`config.mk`:
```
export PLATFORM = sky130hd
export DESIGN_NAME = simple_moving_average
export DESIGN_NICKNAME = d
export VERILOG_FILES = /design/src/rtl/core/sma_pkg.sv /design/src/rtl/core/sma_fifo.sv /design/src/rtl/core/sma_front.sv /design/src/rtl/core/sma_div.sv /design/src/rtl/core/simple_moving_average.sv
export SDC_FILE = /design/constraint.sdc
export NUM_CORES = 2
export LEC_CHECK = 0
export BUFFER_PORTS_ARGS = -buffer_cell sky130_fd_sc_hd__clkbuf_2
export CAP_MARGIN = 40
export CORE_ASPECT_RATIO = 1.75
export CORE_MARGIN = 2
export CORE_UTILIZATION = 55
export DETAILED_ROUTE_END_ITERATION = 8
export GPL_TIMING_DRIVEN = 0
export PLACE_DENSITY = 0.74
export SYNTH_ARGS = -nofsm -noshare
export SYNTH_HDL_FRONTEND = slang
export SYNTH_SLANG_ARGS = --single-unit
```
`constraint.sdc`:
```
create_clock -name clk_i -period 3.76 [get_ports clk_i]
set_input_delay 0.376 -clock clk_i [delete_from_list [all_inputs] [get_ports clk_i]]
set_output_delay 0.376 -clock clk_i [all_outputs]
set_load 0.03 [all_outputs]
```
`src/rtl/core/sma_pkg.sv`:
```
`timescale 1ns / 1ps

package sma_pkg;

  // Fixed field widths
  localparam int unsigned WL_W      = 7;
  localparam int unsigned MEAN_W    = 24;
  localparam int unsigned FILLED_W  = 7;
  localparam int unsigned FRAC_BITS = 8;

  localparam logic [WL_W-1:0] WL_RESET = 7'd3;

  // Parameter defaults
  localparam int unsigned MAX_WINDOW_DEF  = 64;
  localparam int unsigned SAMPLE_BITS_DEF = 16;

  // Depth of the queue between front and divider
  localparam int unsigned QUEUE_DEPTH = 2;

endpackage

```
`src/rtl/core/sma_fifo.sv`:
```
`timescale 1ns / 1ps

module sma_fifo import sma_pkg::*; #(
  parameter int unsigned WIDTH = 32
) (
  input  logic             clk_i,
  input  logic             rst_ni,
  input  logic             push_i,
  input  logic [WIDTH-1:0] wdata_i,
  output logic             full_o,
  input  logic             pop_i,
  output logic [WIDTH-1:0] rdata_o,
  output logic             empty_o
);

  localparam int unsigned PW = (QUEUE_DEPTH > 1) ? $clog2(QUEUE_DEPTH) : 1;
  localparam int unsigned CW = $clog2(QUEUE_DEPTH + 1);

  logic [WIDTH-1:0] mem_q [QUEUE_DEPTH];
  logic [PW-1:0]    wr_ptr_q, wr_ptr_d;
  logic [PW-1:0]    rd_ptr_q, rd_ptr_d;
  logic [CW-1:0]    cnt_q, cnt_d;
  logic             do_push, do_pop;

  assign full_o  = (cnt_q == CW'(QUEUE_DEPTH));
  assign empty_o = (cnt_q == '0);
  assign do_push = push_i && !full_o;
  assign do_pop  = pop_i && !empty_o;
  assign rdata_o = mem_q[rd_ptr_q];

  always_comb begin
    wr_ptr_d = wr_ptr_q;
    rd_ptr_d = rd_ptr_q;
    cnt_d    = cnt_q;
    if (do_push) begin
      wr_ptr_d = (wr_ptr_q == PW'(QUEUE_DEPTH - 1)) ? '0 : wr_ptr_q + 1'b1;
    end
    if (do_pop) begin
      rd_ptr_d = (rd_ptr_q == PW'(QUEUE_DEPTH - 1)) ? '0 : rd_ptr_q + 1'b1;
    end
    if (do_push && !do_pop) begin
      cnt_d = cnt_q + 1'b1;
    end else if (do_pop && !do_push) begin
      cnt_d = cnt_q - 1'b1;
    end
  end

  always_ff @(posedge clk_i or negedge rst_ni) begin
    if (!rst_ni) begin
      wr_ptr_q <= '0;
      rd_ptr_q <= '0;
      cnt_q    <= '0;
    end else begin
      wr_ptr_q <= wr_ptr_d;
      rd_ptr_q <= rd_ptr_d;
      cnt_q    <= cnt_d;
    end
  end

  always_ff @(posedge clk_i) begin
    if (do_push) begin
      mem_q[wr_ptr_q] <= wdata_i;
    end
  end

endmodule

```
`src/rtl/core/sma_front.sv`:
```
`timescale 1ns / 1ps

module sma_front import sma_pkg::*; #(
  parameter int unsigned MAX_WINDOW  = MAX_WINDOW_DEF,
  parameter int unsigned SAMPLE_BITS = SAMPLE_BITS_DEF,
  parameter int unsigned SUM_W       = SAMPLE_BITS + $clog2(MAX_WINDOW),
  parameter int unsigned LEN_W       = $clog2(MAX_WINDOW + 1)
) (
  input  logic                          clk_i,
  input  logic                          rst_ni,
  input  logic                          cfg_we_i,
  input  logic [WL_W-1:0]               cfg_wdata_i,
  input  logic                          push_i,
  input  logic signed [SAMPLE_BITS-1:0] sample_i,
  output logic                          busy_o,
  output logic                          q_push_o,
  output logic [SUM_W+LEN_W-1:0]        q_wdata_o,
  input  logic                          q_full_i
);

  localparam int unsigned PTR_W = $clog2(MAX_WINDOW);

  typedef enum logic [2:0] {
    F_IDLE = 3'b001,
    F_RD   = 3'b010,
    F_PUSH = 3'b100
  } front_state_e;

  front_state_e state_q, state_d;

  logic [WL_W-1:0]               wl_q;
  logic [PTR_W-1:0]              ptr_q, ptr_d;
  logic [PTR_W-1:0]              slot_q, slot;
  logic [LEN_W-1:0]              fill_q, fill_d;
  logic signed [SUM_W-1:0]       sum_q, sum_d;
  logic signed [SAMPLE_BITS-1:0] smp_q;
  logic signed [SAMPLE_BITS-1:0] hist_q [MAX_WINDOW];
  logic signed [SAMPLE_BITS-1:0] old_q;
  logic [LEN_W-1:0]              len;
  logic [LEN_W:0]                slot_inc;
  logic                          accept;

  // Effective window length: zero acts as one, oversize clamps
  always_comb begin
    if (wl_q == '0) begin
      len = LEN_W'(1);
    end else if (32'(wl_q) > MAX_WINDOW) begin
      len = LEN_W'(MAX_WINDOW);
    end else begin
      len = LEN_W'(wl_q);
    end
  end

  assign accept = push_i && (state_q == F_IDLE);
  assign busy_o = (state_q != F_IDLE);
  assign slot   = ((LEN_W + 1)'(ptr_q) >= (LEN_W + 1)'(len)) ? '0 : ptr_q;

  assign slot_inc = (LEN_W + 1)'(slot_q) + 1'b1;

  always_comb begin
    state_d = state_q;
    ptr_d   = ptr_q;
    fill_d  = fill_q;
    sum_d   = sum_q;
    case (state_q)
      F_IDLE: begin
        if (push_i) begin
          state_d = F_RD;
        end
      end
      F_RD: begin
        if (fill_q < len) begin
          fill_d = fill_q + 1'b1;
          sum_d  = sum_q + SUM_W'(smp_q);
        end else begin
          sum_d = sum_q - SUM_W'(old_q) + SUM_W'(smp_q);
        end
        ptr_d   = (slot_inc >= (LEN_W + 1)'(len)) ? '0 : PTR_W'(slot_inc);
        state_d = F_PUSH;
      end
      F_PUSH: begin
        if (!q_full_i) begin
          state_d = F_IDLE;
        end
      end
      default: state_d = F_IDLE;
    endcase
  end

  assign q_push_o  = (state_q == F_PUSH) && !q_full_i;
  assign q_wdata_o = {sum_q, fill_q};

  always_ff @(posedge clk_i or negedge rst_ni) begin
    if (!rst_ni) begin
      state_q <= F_IDLE;
      wl_q    <= WL_RESET;
      ptr_q   <= '0;
      fill_q  <= '0;
      sum_q   <= '0;
    end else if (cfg_we_i) begin
      wl_q   <= cfg_wdata_i;
      ptr_q  <= '0;
      fill_q <= '0;
      sum_q  <= '0;
    end else begin
      state_q <= state_d;
      ptr_q   <= ptr_d;
      fill_q  <= fill_d;
      sum_q   <= sum_d;
    end
  end

  // Sample ring: registered read at accept, write-back in the F_RD state
  always_ff @(posedge clk_i) begin
    old_q <= hist_q[slot];
    if (accept) begin
      smp_q  <= sample_i;
      slot_q <= slot;
    end
    if (state_q == F_RD) begin
      hist_q[slot_q] <= smp_q;
    end
  end

endmodule

```
`src/rtl/core/sma_div.sv`:
```
`timescale 1ns / 1ps

module sma_div import sma_pkg::*; #(
  parameter int unsigned SUM_W = 22,
  parameter int unsigned LEN_W = 7,
  parameter int unsigned N_W   = SUM_W + FRAC_BITS
) (
  input  logic                    clk_i,
  input  logic                    rst_ni,
  input  logic                    start_i,
  input  logic signed [SUM_W-1:0] sum_i,
  input  logic [LEN_W-1:0]        cnt_i,
  output logic                    ready_o,
  output logic                    done_o,
  input  logic                    take_i,
  output logic signed [N_W:0]     res_o,
  output logic [LEN_W-1:0]        cnt_o
);

  localparam int unsigned IT_W = $clog2(N_W + 1);

  typedef enum logic [2:0] {
    D_IDLE = 3'b001,
    D_RUN  = 3'b010,
    D_DONE = 3'b100
  } div_state_e;

  div_state_e       state_q, state_d;
  logic [N_W-1:0]   quo_q, quo_d;
  logic [LEN_W-1:0] rem_q, rem_d;
  logic [LEN_W-1:0] den_q;
  logic [IT_W-1:0]  it_q, it_d;
  logic             neg_q;
  logic [N_W-1:0]   num;
  logic [N_W-1:0]   mag;
  logic [LEN_W:0]   rem_sh;
  logic [LEN_W:0]   rem_sub;
  logic             fits;
  logic [N_W:0]     qx;

  // Numerator is sum scaled by 2^FRAC_BITS; divide the magnitude
  assign num = {sum_i, FRAC_BITS'(0)};
  assign mag = sum_i[SUM_W-1] ? (~num + 1'b1) : num;

  assign rem_sh  = {rem_q, quo_q[N_W-1]};
  assign rem_sub = rem_sh - {1'b0, den_q};
  assign fits    = (rem_sh >= {1'b0, den_q});

  assign ready_o = (state_q == D_IDLE);
  assign done_o  = (state_q == D_DONE);
  assign qx      = {1'b0, quo_q};
  assign res_o   = $signed(neg_q ? (~qx + 1'b1) : qx);
  assign cnt_o   = den_q;

  always_comb begin
    state_d = state_q;
    quo_d   = quo_q;
    rem_d   = rem_q;
    it_d    = it_q;
    case (state_q)
      D_IDLE: begin
        if (start_i) begin
          quo_d   = mag;
          rem_d   = '0;
          it_d    = IT_W'(N_W);
          state_d = D_RUN;
        end
      end
      D_RUN: begin
        quo_d = {quo_q[N_W-2:0], fits};
        rem_d = fits ? LEN_W'(rem_sub) : LEN_W'(rem_sh);
        it_d  = it_q - 1'b1;
        if (it_q == IT_W'(1)) begin
          state_d = D_DONE;
        end
      end
      D_DONE: begin
        if (take_i) begin
          state_d = D_IDLE;
        end
      end
      default: state_d = D_IDLE;
    endcase
  end

  always_ff @(posedge clk_i or negedge rst_ni) begin
    if (!rst_ni) begin
      state_q <= D_IDLE;
      it_q    <= '0;
    end else begin
      state_q <= state_d;
      it_q    <= it_d;
    end
  end

  always_ff @(posedge clk_i) begin
    quo_q <= quo_d;
    rem_q <= rem_d;
    if (start_i && ready_o) begin
      neg_q <= sum_i[SUM_W-1];
      den_q <= cnt_i;
    end
  end

endmodule

```
`src/rtl/core/simple_moving_average.sv`:
```
`timescale 1ns / 1ps

// Simple moving average over the last window_length signed samples. Every
// accepted sample yields one result: the window mean as signed fixed point
// with 8 fraction bits (truncated toward zero) and the number of samples now
// held. During warm-up the mean is over the samples seen so far. Writing
// window_length (0 acts as 1, values above MAX_WINDOW clamp) empties the
// window; write it only while no transaction is in flight. The front end
// takes a sample, reads the oldest entry from the sample ring (registered
// read), updates the running sum and queues sum and count; it takes no new
// sample until the sum is queued. The back end is a radix-2 restoring
// divider that takes SAMPLE_BITS + log2(MAX_WINDOW) + 8 iterations and
// accepts no new sum until its result is taken; it sets the sustained rate.
// A two-entry queue sits between front and divider and an output register
// holds the finished result, so the input side keeps moving while a result
// waits to be popped. No clearing pass is needed after reset.
module simple_moving_average import sma_pkg::*; #(
  parameter int unsigned MAX_WINDOW  = MAX_WINDOW_DEF,
  parameter int unsigned SAMPLE_BITS = SAMPLE_BITS_DEF
) (
  input  logic                          clk_i,
  input  logic                          rst_ni,
  // config
  input  logic                          cfg_we_i,
  input  logic [WL_W-1:0]               cfg_wdata_i,
  // sample queue side
  input  logic                          push,
  output logic                          full,
  input  logic signed [SAMPLE_BITS-1:0] sample_i,
  // result queue side
  output logic                          empty,
  input  logic                          pop,
  output logic signed [MEAN_W-1:0]      mean_o,
  output logic [FILLED_W-1:0]           filled_o
);

  localparam int unsigned SUM_W = SAMPLE_BITS + $clog2(MAX_WINDOW);
  localparam int unsigned LEN_W = $clog2(MAX_WINDOW + 1);
  localparam int unsigned N_W   = SUM_W + FRAC_BITS;
  localparam int unsigned QD_W  = SUM_W + LEN_W;

  logic                    q_push, q_full, q_empty, q_pop;
  logic [QD_W-1:0]         q_wdata, q_rdata;
  logic                    div_ready, div_done, div_take, div_start;
  logic signed [N_W:0]     div_res;
  logic [LEN_W-1:0]        div_cnt;
  logic                    out_valid_q;
  logic signed [MEAN_W-1:0] mean_q;
  logic [FILLED_W-1:0]     filled_q;

  sma_front #(
    .MAX_WINDOW (MAX_WINDOW),
    .SAMPLE_BITS(SAMPLE_BITS),
    .SUM_W      (SUM_W),
    .LEN_W      (LEN_W)
  ) u_front (
    .clk_i      (clk_i),
    .rst_ni     (rst_ni),
    .cfg_we_i   (cfg_we_i),
    .cfg_wdata_i(cfg_wdata_i),
    .push_i     (push),
    .sample_i   (sample_i),
    .busy_o     (full),
    .q_push_o   (q_push),
    .q_wdata_o  (q_wdata),
    .q_full_i   (q_full)
  );

  sma_fifo #(
    .WIDTH(QD_W)
  ) u_fifo (
    .clk_i  (clk_i),
    .rst_ni (rst_ni),
    .push_i (q_push),
    .wdata_i(q_wdata),
    .full_o (q_full),
    .pop_i  (q_pop),
    .rdata_o(q_rdata),
    .empty_o(q_empty)
  );

  // Divider pulls a queued sum as soon as it is free
  assign div_start = !q_empty && div_ready;
  assign q_pop     = div_start;

  sma_div #(
    .SUM_W(SUM_W),
    .LEN_W(LEN_W),
    .N_W  (N_W)
  ) u_div (
    .clk_i  (clk_i),
    .rst_ni (rst_ni),
    .start_i(div_start),
    .sum_i  ($signed(q_rdata[QD_W-1:LEN_W])),
    .cnt_i  (q_rdata[LEN_W-1:0]),
    .ready_o(div_ready),
    .done_o (div_done),
    .take_i (div_take),
    .res_o  (div_res),
    .cnt_o  (div_cnt)
  );

  // Output register: reloads on the same edge the held result is popped
  assign div_take = div_done && (!out_valid_q || pop);

  always_ff @(posedge clk_i or negedge rst_ni) begin
    if (!rst_ni) begin
      out_valid_q <= 1'b0;
    end else if (div_take) begin
      out_valid_q <= 1'b1;
    end else if (pop) begin
      out_valid_q <= 1'b0;
    end
  end

  always_ff @(posedge clk_i) begin
    if (div_take) begin
      mean_q   <= MEAN_W'(div_res);
      filled_q <= FILLED_W'(div_cnt);
    end
  end

  assign empty    = !out_valid_q;
  assign mean_o   = mean_q;
  assign filled_o = filled_q;

  // A held result always counts at least one sample
  assert property (@(posedge clk_i) disable iff (!rst_ni) !empty |-> filled_o != '0)
    else $error("result with zero fill count");

  // Front never pushes into a full queue
  assert property (@(posedge clk_i) disable iff (!rst_ni) q_push |-> !q_full)
    else $error("queue overflow");

  // Divider result is never dropped: a finished result stays until taken
  assert property (@(posedge clk_i) disable iff (!rst_ni)
    div_done && !div_take |=> div_done)
    else $error("divider result lost");

  // The output register is only reloaded when it is free or being popped
  assert property (@(posedge clk_i) disable iff (!rst_ni)
    div_take |-> (empty || pop))
    else $error("output register overwritten");

endmodule
```
==> flow_summary.toml <==
[routing]
first_iter_violations = 3606
wire_per_inst_um = 28.2
via_count = 34500
via_per_inst = 6.26
ant_nets = 0
drt-total-wl_mm = 155
drtPass1Iterations = 8
drc = 0

[power]
p_int_uw = 26700
power.share.sequential = 0.448
pwr-share-comb = 0.263
sw_frac_of_total = 0.310
p_per_area_nw_per_um2 = 603
clockPowerShare = 0.289
p_sw_uw = 12000
ir_drop_v = 0.000415
cellLeakagePower_uw = 0.0225

[layout]
drive_above_1_share = 0.215
layout.cells.non_filler = 5507
area_growth_pct = 19.9
layout.cells.most_common = "edfxtp_1"
fin_nets = 4243
finalInstanceArea_um2 = 64100
layout_common_cells = "1180 x edfxtp_1, 291 x nor2_1, 194 x nand2_1"

[placed_design]
dpl.hpwl_mm = 110
portBuffers = 60
globalplace.congestion = 1.02
placedCellCount = 5232
place_area_um2 = 57800

[clocking]
cts_root_buf = "clkbuf_16"
cts_tree = "built"
insertion_delay_ns = 0.75
cts_sinks = 1254
cts_max_level = 3
clkTransAtPathRegs_ns = 0.07
max-clock-path-buffers = 3
numCtsBuffers = 104

[synthesis]
avgSynthCellArea_um2 = 14.4
yosysWarnings = 0
synth-main-ff-cell = "edfxtp_1"
synth-xor-area-share = 0.0156
synth.area.top_cells = "edfxtp_1 66%, mux2i_1 3.8%, dfrtp_1 2.5%"
synth_fa_ha_area_frac = 0.0266
synth_top_area_frac = 0.662
synth_seq_area_share = 0.696
synthCells = 3722
netlist_area_um2 = 53500
synthMuxAreaShare = 0.0677
synth_edf_count = 1180
synth_compound_area_frac = 0.0968
postSynthNetCount = 3850
yosysTopAreaCell = "edfxtp_1"
ys_seq_elements = 1254
synthDistinctLibCells = 77
synth_top_family_by_area = "compound AO/OA/AOI/OAI gates"
synth-simple-area-share = 0.0717
ys_async_sr_fraction = 0.0463

[setup_path]
critPathLaunchType = "flop"
endpoint_kind = "flop"
cp_cell_sequence = "inv_1, nand2_1, clkbuf_1, clkbuf_2, o32ai_2, a211oi_4, o211ai_1, nand4_1, a2bb2o_4"
cp_slowest_cell = "dfrtp_1"
worstPathRequired_ns = 4.39
cp_max_fo = 10
cp.arrival_ns = 4.69
cpPeakStageDelay_ns = 0.80
crit_type = "flop to flop"

[timing]
slew_headroom = 0.372
finalCriticalPeriod_ns = 4.06
drv_slew = 0
tns_ns = -2.07
skew_ns = 0.0445
rsz0062_at_grt = "yes"
setup_violations = 16
tightest_slew_ns = 0.942
worst_slack_ns = -0.298
fmax_mhz = 246
finalHoldViolCount = 0
min_period_over_period = 1.08

[hold_path]
hold_path_class = "input port to flop"

[floorplan]
dieWidth_um = 240
pin_count = 61
initial_core_util = 0.554
core_um2 = 96500
die_area_um2 = 99900
die_h_um = 417
placementRows = 151

[global_routing]
grtUsageTotal = 0.312
antenna_found_initial = 7
grt_pass1_vias = 34900
grt_max_degree = 58
grt_pass1_wl_mm = 224
grt_overflow = 0

[flow_run]
drv_cap = 0

[status]
status = "complete, but fails checks"
violations = "negative setup slack"
synthesized netlist by cell type, types with 15 or more instances:
cell type,instances
fa_1,23
a2111oi_0,18
nand2_1,199
edfxtp_1,1180
clkbuf_1,160
ha_1,77
o22ai_1,34
mux2i_1,201
mux4_2,32
xor2_1,31
a31oi_1,54
a21o_1,26
inv_1,162
mux2_2,79
nand3_1,57
a221oi_1,32
nor3_1,84
a21oi_1,131
buf_2,17
o41ai_1,17
nor4_1,23
nand4_1,24
a211o_1,32
dfrtp_1,54
nor2b_1,16
and2_1,42
xnor2_1,64
buf_1,26
a2bb2oi_1,16
o21ai_0,136
a2bb2o_1,16
a211oi_1,90
a32oi_1,17
o211ai_1,44
dfxtp_1,16
o32ai_1,36
nor2_1,327
nand2b_1,15
flip-flops by register name, summed over array words and instances, names as in the netlist:
signal and count:
u_fifo.mem_q 58, u_div.cnt_o 7, u_front.fill_q 7, u_div.it_q 5, u_fifo.cnt_q 2, u_div.state_q 3
u_front.hist_q 1024, out_valid_q 1, u_div.rem_q 7, u_front.wl_q 7, u_front.ptr_q 6, u_div.quo_q 30
u_fifo.rd_ptr_q 1, u_front.smp_q 16, u_front.old_q 16, u_front.sum_q 22, u_fifo.wr_ptr_q 1, filled_o 7
mean_o 24, u_front.slot_q 6, u_front.state_q 3, u_div.neg_q 1
path summary, 6_finish.rpt:
path                                        from           endpoint  slack, ns  cells past startpoint
worst max-delay path            u_front.ptr_q[1]  u_front.old_q[14]      -0.30                      9
worst min-delay path                    cfg_we_i   u_front.ptr_q[1]       0.19                      4
worst max register to register  u_front.ptr_q[1]  u_front.old_q[14]      -0.30                      9
worst min register to register    u_div.cnt_o[2]        filled_o[2]       0.45                      0
max in group asynchronous                 rst_ni      u_div.it_q[4]       3.10                      3
min in group asynchronous                 rst_ni      u_div.it_q[0]       0.21                      3
routing by layer:
metal / vias to the layer above / GRT usage / part of all wire
met5: - / 0 / 0.00019
met4: 6 / 0.258 / 0.096
met3: 555 / 0.0583 / 0.073
met2: 1762 / 0.535 / 0.50
met1: 17100 / 0.331 / 0.33
li1: 15100 / - / -
critical path, delay by kind of cell (launching register included):
| family | cells | cell delay (ns) |
|---|---|---|
| buffers and inverters | 3 | 1.28 |
| AND/OR/NAND/NOR | 2 | 0.93 |
| AO/OA/AOI/OAI | 4 | 0.93 |
| flip-flops | 1 | 0.80 |
final cells by class:
cell class	instances	area [µm²]
plain buffers	195	1170
multi-input cells	2101	16600
diodes	2	5.00
well taps	1300	1630
inverters	164	634
clock inverters	75	741
repair buffers	295	3390
flip-flops and latches	1254	37200
fillers	6333	32400
clock buffers	121	2740
power groups by stage:
stage	logic [µW]	registers [µW]	clock network, µW
2_1_floorplan	5260	17700	0
3_3_place_gp	7290	18500	0
3_5_place_dp	8910	17700	0
4_1_cts	9640	17400	11200
5_1_grt	10900	17400	11700
6_report	10200	17300	11200
timing repair:
action,in CTS,in global routing
pin swaps,34,37
endpoints found under the setup margin,34,67
gates resized for setup,389,157
cloned,2,0
endpoints found under the hold margin,83,0
hold buffers,27,0
setup buffers,32,23
per-stage QoR:
stage                util  total power [µW]  worst slack (ns)  hold slack [ns]
floorplan               -             23000            0.0371           0.0804
global placement    0.574             25800             -3.14            0.435
detailed placement  0.599             26600             -2.39            0.201
CTS                 0.656             38200            -0.104            0.136
global route        0.664             40000            -0.266            0.192
finish              0.664             38700            -0.298            0.194
cell families (layout without fill, tap and decap cells):
family	count (synthesis)	after routing
flops	1254	1254
simple gates	842	842
compound gates	752	752
buf+inv	367	850
mux	312	312
fa+ha+maj	100	100
xor+xnor	95	95
other cells	0	2
Power figures use the tool's default switching activity.
